## config.mk

```make
export PLATFORM = sky130hd
export DESIGN_NAME = subsequence_occurrence_counter
export DESIGN_NICKNAME = d
export VERILOG_FILES = /design/src/design/soc_pkg.sv /design/src/design/soc_step_unit.sv /design/src/design/soc_store.sv /design/src/design/subsequence_occurrence_counter.sv
export VERILOG_INCLUDE_DIRS = /design/src /design/src/design
export SDC_FILE = /design/constraint.sdc
export NUM_CORES = 1
export LEC_CHECK = 0
export BUFFER_PORTS_ARGS = -buffer_cell sky130_fd_sc_hd__buf_4
export CORE_MARGIN = 5
export CORE_UTILIZATION = 28
export CTS_CLUSTER_DIAMETER = 150
export DETAILED_ROUTE_END_ITERATION = 8
export GPL_TIMING_DRIVEN = 1
export PLACE_DENSITY = 0.4
export SKIP_CTS_REPAIR_TIMING = 1
export SYNTH_ARGS = -nofsm -noshare
export SYNTH_HDL_FRONTEND = slang
export SYNTH_SLANG_ARGS = --single-unit
```

## constraint.sdc

```tcl
create_clock -name clk -period 13.4 [get_ports clk]
set_input_delay 0.67 -clock clk [delete_from_list [all_inputs] [get_ports clk]]
set_output_delay 0.67 -clock clk [all_outputs]
set_load 0.1 [all_outputs]
```

## src/design/assert_macros.svh

```systemverilog
`ifndef ASSERT_MACROS_SVH
`define ASSERT_MACROS_SVH

// Clocked check, idle during reset
`define SOC_ASSERT(lbl, prop, msg) \
  lbl: assert property (@(posedge clk) disable iff (rst) (prop)) else $error(msg);

// Condition that must never hold
`define SOC_NEVER(lbl, cond, msg) \
  `SOC_ASSERT(lbl, !(cond), msg)

`endif

```

## src/design/soc_pkg.sv

```systemverilog
`default_nettype none
package soc_pkg;

  localparam int PATTERN_MAX = 16;
  localparam int LEN_W = $clog2(PATTERN_MAX + 1);
  localparam int PAT_AW = (PATTERN_MAX > 1) ? $clog2(PATTERN_MAX) : 1;
  localparam int COUNT_W = 32;
  localparam int KEY_W = 32;

  localparam logic [1:0] REQ_START   = 2'd0;
  localparam logic [1:0] REQ_PATTERN = 2'd1;
  localparam logic [1:0] REQ_TEXT    = 2'd2;
  localparam logic [1:0] REQ_FINISH  = 2'd3;

  localparam logic [COUNT_W-1:0] COUNT_MAX = {COUNT_W{1'b1}};

  typedef logic [LEN_W-1:0] len_t;
  typedef logic [PAT_AW-1:0] pat_addr_t;
  typedef logic [COUNT_W-1:0] count_t;
  typedef logic signed [KEY_W-1:0] key_t;

  typedef struct packed {
    logic      pat_we;
    pat_addr_t pat_waddr;
    key_t      pat_wdata;
    pat_addr_t pat_raddr;
    logic      cnt_we;
    len_t      cnt_waddr;
    count_t    cnt_wdata;
    len_t      cnt_raddr;
    logic      cnt_clear_all;
    logic      cnt_invalidate;
    len_t      cnt_inv_addr;
  } soc_mem_ctrl_t;

endpackage
`default_nettype wire

```

## src/design/soc_step_unit.sv

```systemverilog
`default_nettype none
module soc_step_unit (
  input  wire soc_pkg::count_t cur_count,
  input  wire soc_pkg::count_t low_count,
  input  wire soc_pkg::key_t   pat_key,
  input  wire soc_pkg::key_t   text_key,
  output logic                 hit,
  output soc_pkg::count_t      new_count,
  output logic                 sat
);
  import soc_pkg::*;

  logic [COUNT_W:0] sum;

  always_comb begin
    hit = (pat_key == text_key);
    sum = {1'b0, cur_count} + {1'b0, low_count};
    sat = (sum >= {1'b0, COUNT_MAX});
    new_count = sat ? COUNT_MAX : sum[COUNT_W-1:0];
  end
endmodule
`default_nettype wire

```

## src/design/soc_store.sv

```systemverilog
`default_nettype none
module soc_store (
  input  wire                         clk,
  input  wire                         rst,
  input  wire soc_pkg::soc_mem_ctrl_t ctrl,
  output soc_pkg::key_t               pat_rdata,
  output soc_pkg::count_t             cnt_rdata
);
  import soc_pkg::*;

  key_t   pat_mem [PATTERN_MAX];
  count_t cnt_mem [PATTERN_MAX+1];
  logic [PATTERN_MAX:0] cnt_valid;
  count_t cnt_raw;
  logic   rd_valid;
  logic   rd_zero;

  always_ff @(posedge clk) begin
    if (ctrl.pat_we) begin
      pat_mem[ctrl.pat_waddr] <= ctrl.pat_wdata;
    end
    pat_rdata <= pat_mem[ctrl.pat_raddr];
  end

  always_ff @(posedge clk) begin
    if (ctrl.cnt_we) begin
      cnt_mem[ctrl.cnt_waddr] <= ctrl.cnt_wdata;
    end
    cnt_raw <= cnt_mem[ctrl.cnt_raddr];
  end

  always_ff @(posedge clk) begin
    if (rst || ctrl.cnt_clear_all) begin
      cnt_valid <= '0;
    end else if (ctrl.cnt_invalidate) begin
      cnt_valid[ctrl.cnt_inv_addr] <= 1'b0;
    end else if (ctrl.cnt_we) begin
      cnt_valid[ctrl.cnt_waddr] <= 1'b1;
    end
  end

  always_ff @(posedge clk) begin
    rd_valid <= cnt_valid[ctrl.cnt_raddr];
    rd_zero  <= (ctrl.cnt_raddr == '0);
  end

  assign cnt_rdata = rd_valid ? cnt_raw : {{(COUNT_W-1){1'b0}}, rd_zero};
endmodule
`default_nettype wire

```

## src/design/subsequence_occurrence_counter.sv

```systemverilog
// Subsequence occurrence counter.
// Input channel: in_valid / in_stall with req_type and element_value.
//   start clears the job, pattern appends a key (up to the store depth),
//   text updates each prefix count whose key matches, finish requests a result.
// Output channel: out_valid / out_stall with match_count, count_saturated
//   and pattern_overflow; one result per finish request.
// Start and pattern requests leave the block idle. A text request steps
// through states TOP, LOAD and UPD for a non-empty pattern: one shared
// adder and key compare walks the prefix counts from the longest prefix
// down, one entry per cycle, through the count memory read port.
// A finish request passes through states FIN and OUT before its result
// is registered; further requests wait until the block is idle again.
// The result waits in an output register while out_stall is high; start,
// pattern and text requests still enter meanwhile, a further finish
// request is held off until the waiting result is taken.
// Reset (rst, synchronous) acts as a fresh job: empty pattern, count 1,
// flags clear, no result pending.
`default_nettype none
module subsequence_occurrence_counter (
  input  wire                clk,
  input  wire                rst,
  input  wire                in_valid,
  output logic               in_stall,
  input  wire  [1:0]         req_type,
  input  wire soc_pkg::key_t element_value,
  output logic               out_valid,
  input  wire                out_stall,
  output soc_pkg::count_t    match_count,
  output logic               count_saturated,
  output logic               pattern_overflow
);
  import soc_pkg::*;
  `include "assert_macros.svh"

  localparam logic [2:0] S_IDLE = 3'd0;
  localparam logic [2:0] S_TOP  = 3'd1;
  localparam logic [2:0] S_LOAD = 3'd2;
  localparam logic [2:0] S_UPD  = 3'd3;
  localparam logic [2:0] S_FIN  = 3'd4;
  localparam logic [2:0] S_OUT  = 3'd5;

  logic [2:0]    state;
  logic [2:0]    state_next;
  len_t          len;
  len_t          k;
  key_t          text_key;
  count_t        cur;
  logic          sat_flag;
  logic          ovf_flag;
  logic          accept;
  soc_mem_ctrl_t ctrl;
  key_t          pat_rdata;
  count_t        cnt_rdata;
  logic          hit;
  count_t        new_count;
  logic          sat;
  len_t          k_m1;
  len_t          k_m2;
  len_t          len_p1;

  assign in_stall = (state != S_IDLE) || (out_valid && (req_type == REQ_FINISH));
  assign accept   = in_valid && !in_stall;
  assign k_m1     = k - len_t'(1);
  assign k_m2     = k - len_t'(2);
  assign len_p1   = len + len_t'(1);

  soc_store u_store (
    .clk       (clk),
    .rst       (rst),
    .ctrl      (ctrl),
    .pat_rdata (pat_rdata),
    .cnt_rdata (cnt_rdata)
  );

  soc_step_unit u_step (
    .cur_count (cur),
    .low_count (cnt_rdata),
    .pat_key   (pat_rdata),
    .text_key  (text_key),
    .hit       (hit),
    .new_count (new_count),
    .sat       (sat)
  );

  always_comb begin
    ctrl = '0;
    ctrl.pat_waddr = len[PAT_AW-1:0];
    ctrl.pat_wdata = element_value;
    ctrl.cnt_waddr = k;
    ctrl.cnt_wdata = new_count;
    ctrl.cnt_inv_addr = len_p1;
    case (state)
      S_IDLE: begin
        if (accept && (req_type == REQ_START)) begin
          ctrl.cnt_clear_all = 1'b1;
        end
        if (accept && (req_type == REQ_PATTERN) && (len < len_t'(PATTERN_MAX))) begin
          ctrl.pat_we = 1'b1;
          ctrl.cnt_invalidate = 1'b1;
        end
      end
      S_TOP: ctrl.cnt_raddr = k;
      S_LOAD: begin
        ctrl.cnt_raddr = k_m1;
        ctrl.pat_raddr = k_m1[PAT_AW-1:0];
      end
      S_UPD: begin
        ctrl.cnt_raddr = k_m2;
        ctrl.pat_raddr = k_m2[PAT_AW-1:0];
        ctrl.cnt_we = hit;
      end
      S_FIN: ctrl.cnt_raddr = len;
      default: ctrl.cnt_raddr = len;
    endcase
  end

  always_comb begin
    state_next = state;
    case (state)
      S_IDLE: begin
        if (accept && (req_type == REQ_TEXT) && (len != '0)) begin
          state_next = S_TOP;
        end else if (accept && (req_type == REQ_FINISH)) begin
          state_next = S_FIN;
        end
      end
      S_TOP:  state_next = S_LOAD;
      S_LOAD: state_next = S_UPD;
      S_UPD:  state_next = (k == len_t'(1)) ? S_IDLE : S_UPD;
      S_FIN:  state_next = S_OUT;
      S_OUT:  state_next = S_IDLE;
      default: state_next = S_IDLE;
    endcase
  end

  always_ff @(posedge clk) begin
    if (rst) begin
      state <= S_IDLE;
      len <= '0;
      sat_flag <= 1'b0;
      ovf_flag <= 1'b0;
      out_valid <= 1'b0;
    end else begin
      state <= state_next;
      if (accept && (req_type == REQ_START)) begin
        len <= '0;
        sat_flag <= 1'b0;
        ovf_flag <= 1'b0;
      end
      if (accept && (req_type == REQ_PATTERN)) begin
        if (len < len_t'(PATTERN_MAX)) begin
          len <= len_p1;
        end else begin
          ovf_flag <= 1'b1;
        end
      end
      if ((state == S_UPD) && hit && sat) begin
        sat_flag <= 1'b1;
      end
      if (state == S_OUT) begin
        out_valid <= 1'b1;
      end else if (!out_stall) begin
        out_valid <= 1'b0;
      end
    end
  end

  always_ff @(posedge clk) begin
    if (accept) begin
      text_key <= element_value;
    end
    case (state)
      S_IDLE: k <= len;
      S_LOAD: cur <= cnt_rdata;
      S_UPD: begin
        cur <= cnt_rdata;
        k <= k_m1;
      end
      default: ;
    endcase
    if (state == S_OUT) begin
      match_count <= cnt_rdata;
      count_saturated <= sat_flag;
      pattern_overflow <= ovf_flag;
    end
  end

  `SOC_ASSERT(a_busy_stalls, (state != S_IDLE) |-> in_stall, "request accepted while busy")
  `SOC_NEVER(a_len_range, len > len_t'(PATTERN_MAX), "pattern length beyond store depth")
  `SOC_NEVER(a_upd_k_zero, (state == S_UPD) && (k == '0), "update walk reached prefix zero")
  `SOC_ASSERT(a_out_from_fin, $rose(out_valid) |-> ($past(state) == S_OUT), "result not from finish")
endmodule
`default_nettype wire

```

==> results.toml <==
[sta]
max_transition_viols_final = 0
final_hold_viol_count = 0
total_negative_setup_slack_ns = 0
period_share = 0.376
rsz_0062_raised_after_global_routing = "false"
timing.max_slew.rel_slack = 0.132
clock-skew-final_ns = 0.0406
setup_violations = 0
period_needed_ns = 5.04
worst-slew-pin-transition_ns = 1.29
maximum_frequency_from_static_timing_analysis_ghz = 0.198

[power_and_ir_drop]
irDropWorstVdd_uv = 130
switching_power_uw = 2170
p_int_uw = 6980
comb_power_share = 0.081
swShare = 0.238
p_seq_frac = 0.487
clock_network_fraction_of_total_power = 0.432
static_leakage_uw = 0.0191
cellPowerDensity_nw_per_um2 = 158

[die]
core_area_sq_um = 177000
die_h_um = 432
die_area_sq_um = 187000
start_util = 0.282
fp.dieW_um = 432
num_io_pins = 74
rows = 154

[grt]
first_global_vias = 27766
grt_pass1_wl_um = 201000
grt.total_usage = 0.146
globalRouteOverflowTotal = 0
antenna_found_initial = 6
pin_count_of_the_biggest_net_entering_global_routing = 162

[routing]
detailroute.via_count = 27163
avgViaCountPerCell = 4.77
route.final.wire_length_um = 138000
detail_route.wl_per_cell_um = 24.2
drt.antenna.violating_nets = 0
detail_route.first_pass.iterations = 5
detail_route.iter0.violations = 1886
drc_errors = 0

[worst_setup_path]
worst_ep_arrival_time_ns = 5.36
crit_path_top_delay_cell = "sky130_fd_sc_hd__o311ai_0"
rr_worst_depth = 12
crit_path_frequent_cell = "sky130_fd_sc_hd__a21oi_1"
required_time_at_the_worst_slack_endpoint_ns = 13.71
timing.rr.end = "u_store.cnt_mem[2][26]"
reg2reg_slack_ns = 8.36
critical-path-max-stage-delay_ns = 1.08
worstReg2RegStart = "u_store.rd_valid"
critPathCaptureType = "register"
criticalPathCategory = "reg -> reg"
critical_path_peak_fanout = 32
crit_path_cell_trace = "buf_4 > mux2_2 > ha_1 > inv_1 > fa_1 > nand2b_1 > a21oi_1 > o211ai_1 > a21oi_1 > or2_2 > o311ai_0 > nand2_1"
cp-endpoint = "u_store.cnt_mem[2][26]"
critical_path_source_type = "register"
timing.critical_path.from = "u_store.rd_valid"

[place]
place_inst = 5412
finalWeightedCongestion = 0.739
place.port_buffers = 73
hpwlAfterDp_um = 75500

[clock_network]
clock_tree.root_cell = "sky130_fd_sc_hd__clkbuf_16"
h-tree-depth = 4
cts.reportedPaths.clkPinSlew_ns = 0.05
cts_tree = "yes"
sinks_on_clock_net = 1253
cts_buffer_depth = 3
cts_made_buffers = 147
clk_latency_ns = 0.78

[status]
status = "complete, no violations"

[final_layout]
layout.nets = 3305
drive_above_1_share = 0.171
post_layout_nonfiller_instances = 5691
syn_to_final_growth_pct = 16.5

[min_path]
worst_hold_startpoint = "out_stall"
worstHoldPathCells = 3
holdCritPathClass = "in -> reg"

[synthesis]
seq_area_frac_synth = 0.736
synthesis.area_sq_um = 49900
synth_top_cells_by_area = "sky130_fd_sc_hd__edfxtp_1 (70%), sky130_fd_sc_hd__mux4_2 (6.0%), sky130_fd_sc_hd__dfxtp_1 (3.8%), sky130_fd_sc_hd__nand2_1 (3.1%), sky130_fd_sc_hd__a211oi_1 (2.5%)"
synthesized_flop_and_latch_total = 1253
synthCells = 3133
synth-warning-count = 0
distinct_cell_type_count_after_synthesis = 71
yosysTopAreaCellShare = 0.698
synthDominantAreaCellType = "sky130_fd_sc_hd__edfxtp_1"
async_reset_ff_frac = 0
postSynthAreaPerCell_sq_um = 15.9
synth_top_flop_cell = "sky130_fd_sc_hd__edfxtp_1"
number_of_enable_type_register_cells_in_the_synthesized_netlist = 1159
syn_nets = 3217

[flow_run]
maxCapViolCount = 0
[cells in the final DEF, fill, tap and decap left out, types with 10 or more instances in the layout]
cell type | Yosys | routed
sky130_fd_sc_hd__a211oi_1 | 165 | 165
sky130_fd_sc_hd__a21o_1 | 16 | 16
sky130_fd_sc_hd__a21oi_1 | 123 | 118
sky130_fd_sc_hd__a311oi_1 | 68 | 68
sky130_fd_sc_hd__a31oi_1 | 72 | 72
sky130_fd_sc_hd__and2_1 | 159 | 157
sky130_fd_sc_hd__buf_4 | 1 | 122
sky130_fd_sc_hd__clkbuf_1 | 147 | 41
sky130_fd_sc_hd__clkbuf_16 | 0 | 154
sky130_fd_sc_hd__clkbuf_8 | 2 | 19
sky130_fd_sc_hd__clkinv_1 | 0 | 16
sky130_fd_sc_hd__clkinv_2 | 0 | 22
sky130_fd_sc_hd__dfxtp_1 | 94 | 94
sky130_fd_sc_hd__edfxtp_1 | 1159 | 1159
sky130_fd_sc_hd__ha_1 | 45 | 45
sky130_fd_sc_hd__inv_1 | 36 | 26
sky130_fd_sc_hd__inv_2 | 0 | 10
sky130_fd_sc_hd__mux2_2 | 34 | 34
sky130_fd_sc_hd__mux2i_1 | 35 | 35
sky130_fd_sc_hd__mux4_2 | 132 | 132
sky130_fd_sc_hd__nand2_1 | 416 | 416
sky130_fd_sc_hd__nand2b_1 | 12 | 12
sky130_fd_sc_hd__nand3_1 | 15 | 15
sky130_fd_sc_hd__nand4_1 | 10 | 10
sky130_fd_sc_hd__nor2_1 | 63 | 50
sky130_fd_sc_hd__nor2_4 | 0 | 13
sky130_fd_sc_hd__nor3_1 | 19 | 11
sky130_fd_sc_hd__o21ai_0 | 106 | 104
sky130_fd_sc_hd__xnor2_1 | 24 | 24
sky130_fd_sc_hd__xor2_1 | 40 | 40
[worst max-delay path, delay by kind of cell, from the launching register on]
| family | cells | cell delay, ns |
|---|---|---|
| AOI/OAI and AO/OA | 4 | 1.76 |
| muxes | 1 | 0.42 |
| buffers and inverters | 2 | 0.47 |
| and+or+nand+nor | 3 | 1.24 |
| adders and majority gates | 2 | 0.38 |
| DFF | 1 | 0.30 |
[synth_stat cells, types with 4 or more instances]
cell type / number
sky130_fd_sc_hd__xor2_1: 40
sky130_fd_sc_hd__o21a_1: 4
sky130_fd_sc_hd__mux4_2: 132
sky130_fd_sc_hd__and2_0: 9
sky130_fd_sc_hd__nor4_1: 11
sky130_fd_sc_hd__nand3_1: 15
sky130_fd_sc_hd__a211oi_1: 165
sky130_fd_sc_hd__ha_1: 45
sky130_fd_sc_hd__or3_1: 5
sky130_fd_sc_hd__a22oi_1: 4
sky130_fd_sc_hd__o21ai_0: 106
sky130_fd_sc_hd__buf_1: 10
sky130_fd_sc_hd__a31oi_1: 72
sky130_fd_sc_hd__buf_2: 26
sky130_fd_sc_hd__mux2_2: 34
sky130_fd_sc_hd__nor2_1: 63
sky130_fd_sc_hd__a21o_1: 16
sky130_fd_sc_hd__and2_1: 159
sky130_fd_sc_hd__edfxtp_1: 1159
sky130_fd_sc_hd__nor3_1: 19
sky130_fd_sc_hd__a311oi_1: 68
sky130_fd_sc_hd__a21oi_1: 123
sky130_fd_sc_hd__nand2b_1: 12
sky130_fd_sc_hd__o211ai_1: 4
sky130_fd_sc_hd__xnor2_1: 24
sky130_fd_sc_hd__mux2i_1: 35
sky130_fd_sc_hd__and3_1: 9
sky130_fd_sc_hd__nand4_1: 10
sky130_fd_sc_hd__or2_2: 4
sky130_fd_sc_hd__clkbuf_1: 147
sky130_fd_sc_hd__dfxtp_1: 94
sky130_fd_sc_hd__nand2_1: 416
sky130_fd_sc_hd__inv_1: 36
[flip-flops by register name, indices dropped and copies added (netlist names)]
register and count:
cur 32, match_count 32, out_valid 1, ovf_flag 1, u_store.rd_valid 1, u_store.pat_rdata 32, u_store.cnt_valid 17, pattern_overflow 1
u_store.cnt_mem 544, sat_flag 1, u_store.cnt_raw 32, state 3, k 5, text_key 32, u_store.rd_zero 1, len 5
count_saturated 1, u_store.pat_mem 512
[per-layer routing]
metal,part of all wire,vias to the layer above,GRT usage
li1,-,12376,-
met1,0.47,14022,0.209
met2,0.46,580,0.227
met3,0.041,183,0.0258
met4,0.027,2,0.0458
met5,0.000051,-,0
[through the flow]
stage,utilization,total power (uW),setup slack (ns),area (sq um),hold slack (ns)
after CTS,0.329,9300,8.19,58100,0.0676
after floorplan,-,4980,7.50,49900,0.408
after detailed placement,0.302,5310,8.22,53300,0.430
after global routing,0.329,9530,8.04,58100,0.130
after global placement,0.302,5310,8.31,53300,0.427
final,0.329,9150,8.36,58100,0.142
[power by group through the flow]
stage	logic (uW)	registers (uW)	clock network, uW
finish	745	4460	3950
detailed placement	766	4540	0
CTS	768	4460	4080
global placement	767	4540	0
floorplan	472	4500	0
global route	825	4460	4240
[cells by family (layout without fill, tap and decap cells)]
family / count (synthesis) / count (layout) / share of synthesized area
buffers and inverters: 224 / 437 / 0.0183
DFF: 1253 / 1253 / 0.736
AOI/OAI and AO/OA: 597 / 597 / 0.0791
and+or+nand+nor: 748 / 748 / 0.0697
muxes: 201 / 201 / 0.0743
other: 0 / 5 / 0
adders and majority gates: 46 / 46 / 0.0117
xor gates and xnor gates: 64 / 64 / 0.0112
[layout make-up]
| cell class | count | area (sq um) |
|---|---|---|
| fillers | 17085 | 119000 |
| well taps | 2340 | 2930 |
| clock buffers | 214 | 4270 |
| repair buffers | 127 | 1020 |
| clock inverters | 60 | 536 |
| multi-input cells | 1656 | 12500 |
| flip-flops and latches | 1253 | 36700 |
| diodes | 5 | 12.5 |
| inverters | 36 | 135 |
[worst min-delay path by stage]
stage                          endpoint  slack (ns)
detailed placement  u_store.cnt_raw[21]        0.43
floorplan               count_saturated        0.41
CTS                           out_valid        0.07
global route                  out_valid        0.13
finish                        out_valid        0.14
global placement     u_store.cnt_raw[7]        0.43
No activity file was read; power rests on OpenSTA's default activity.
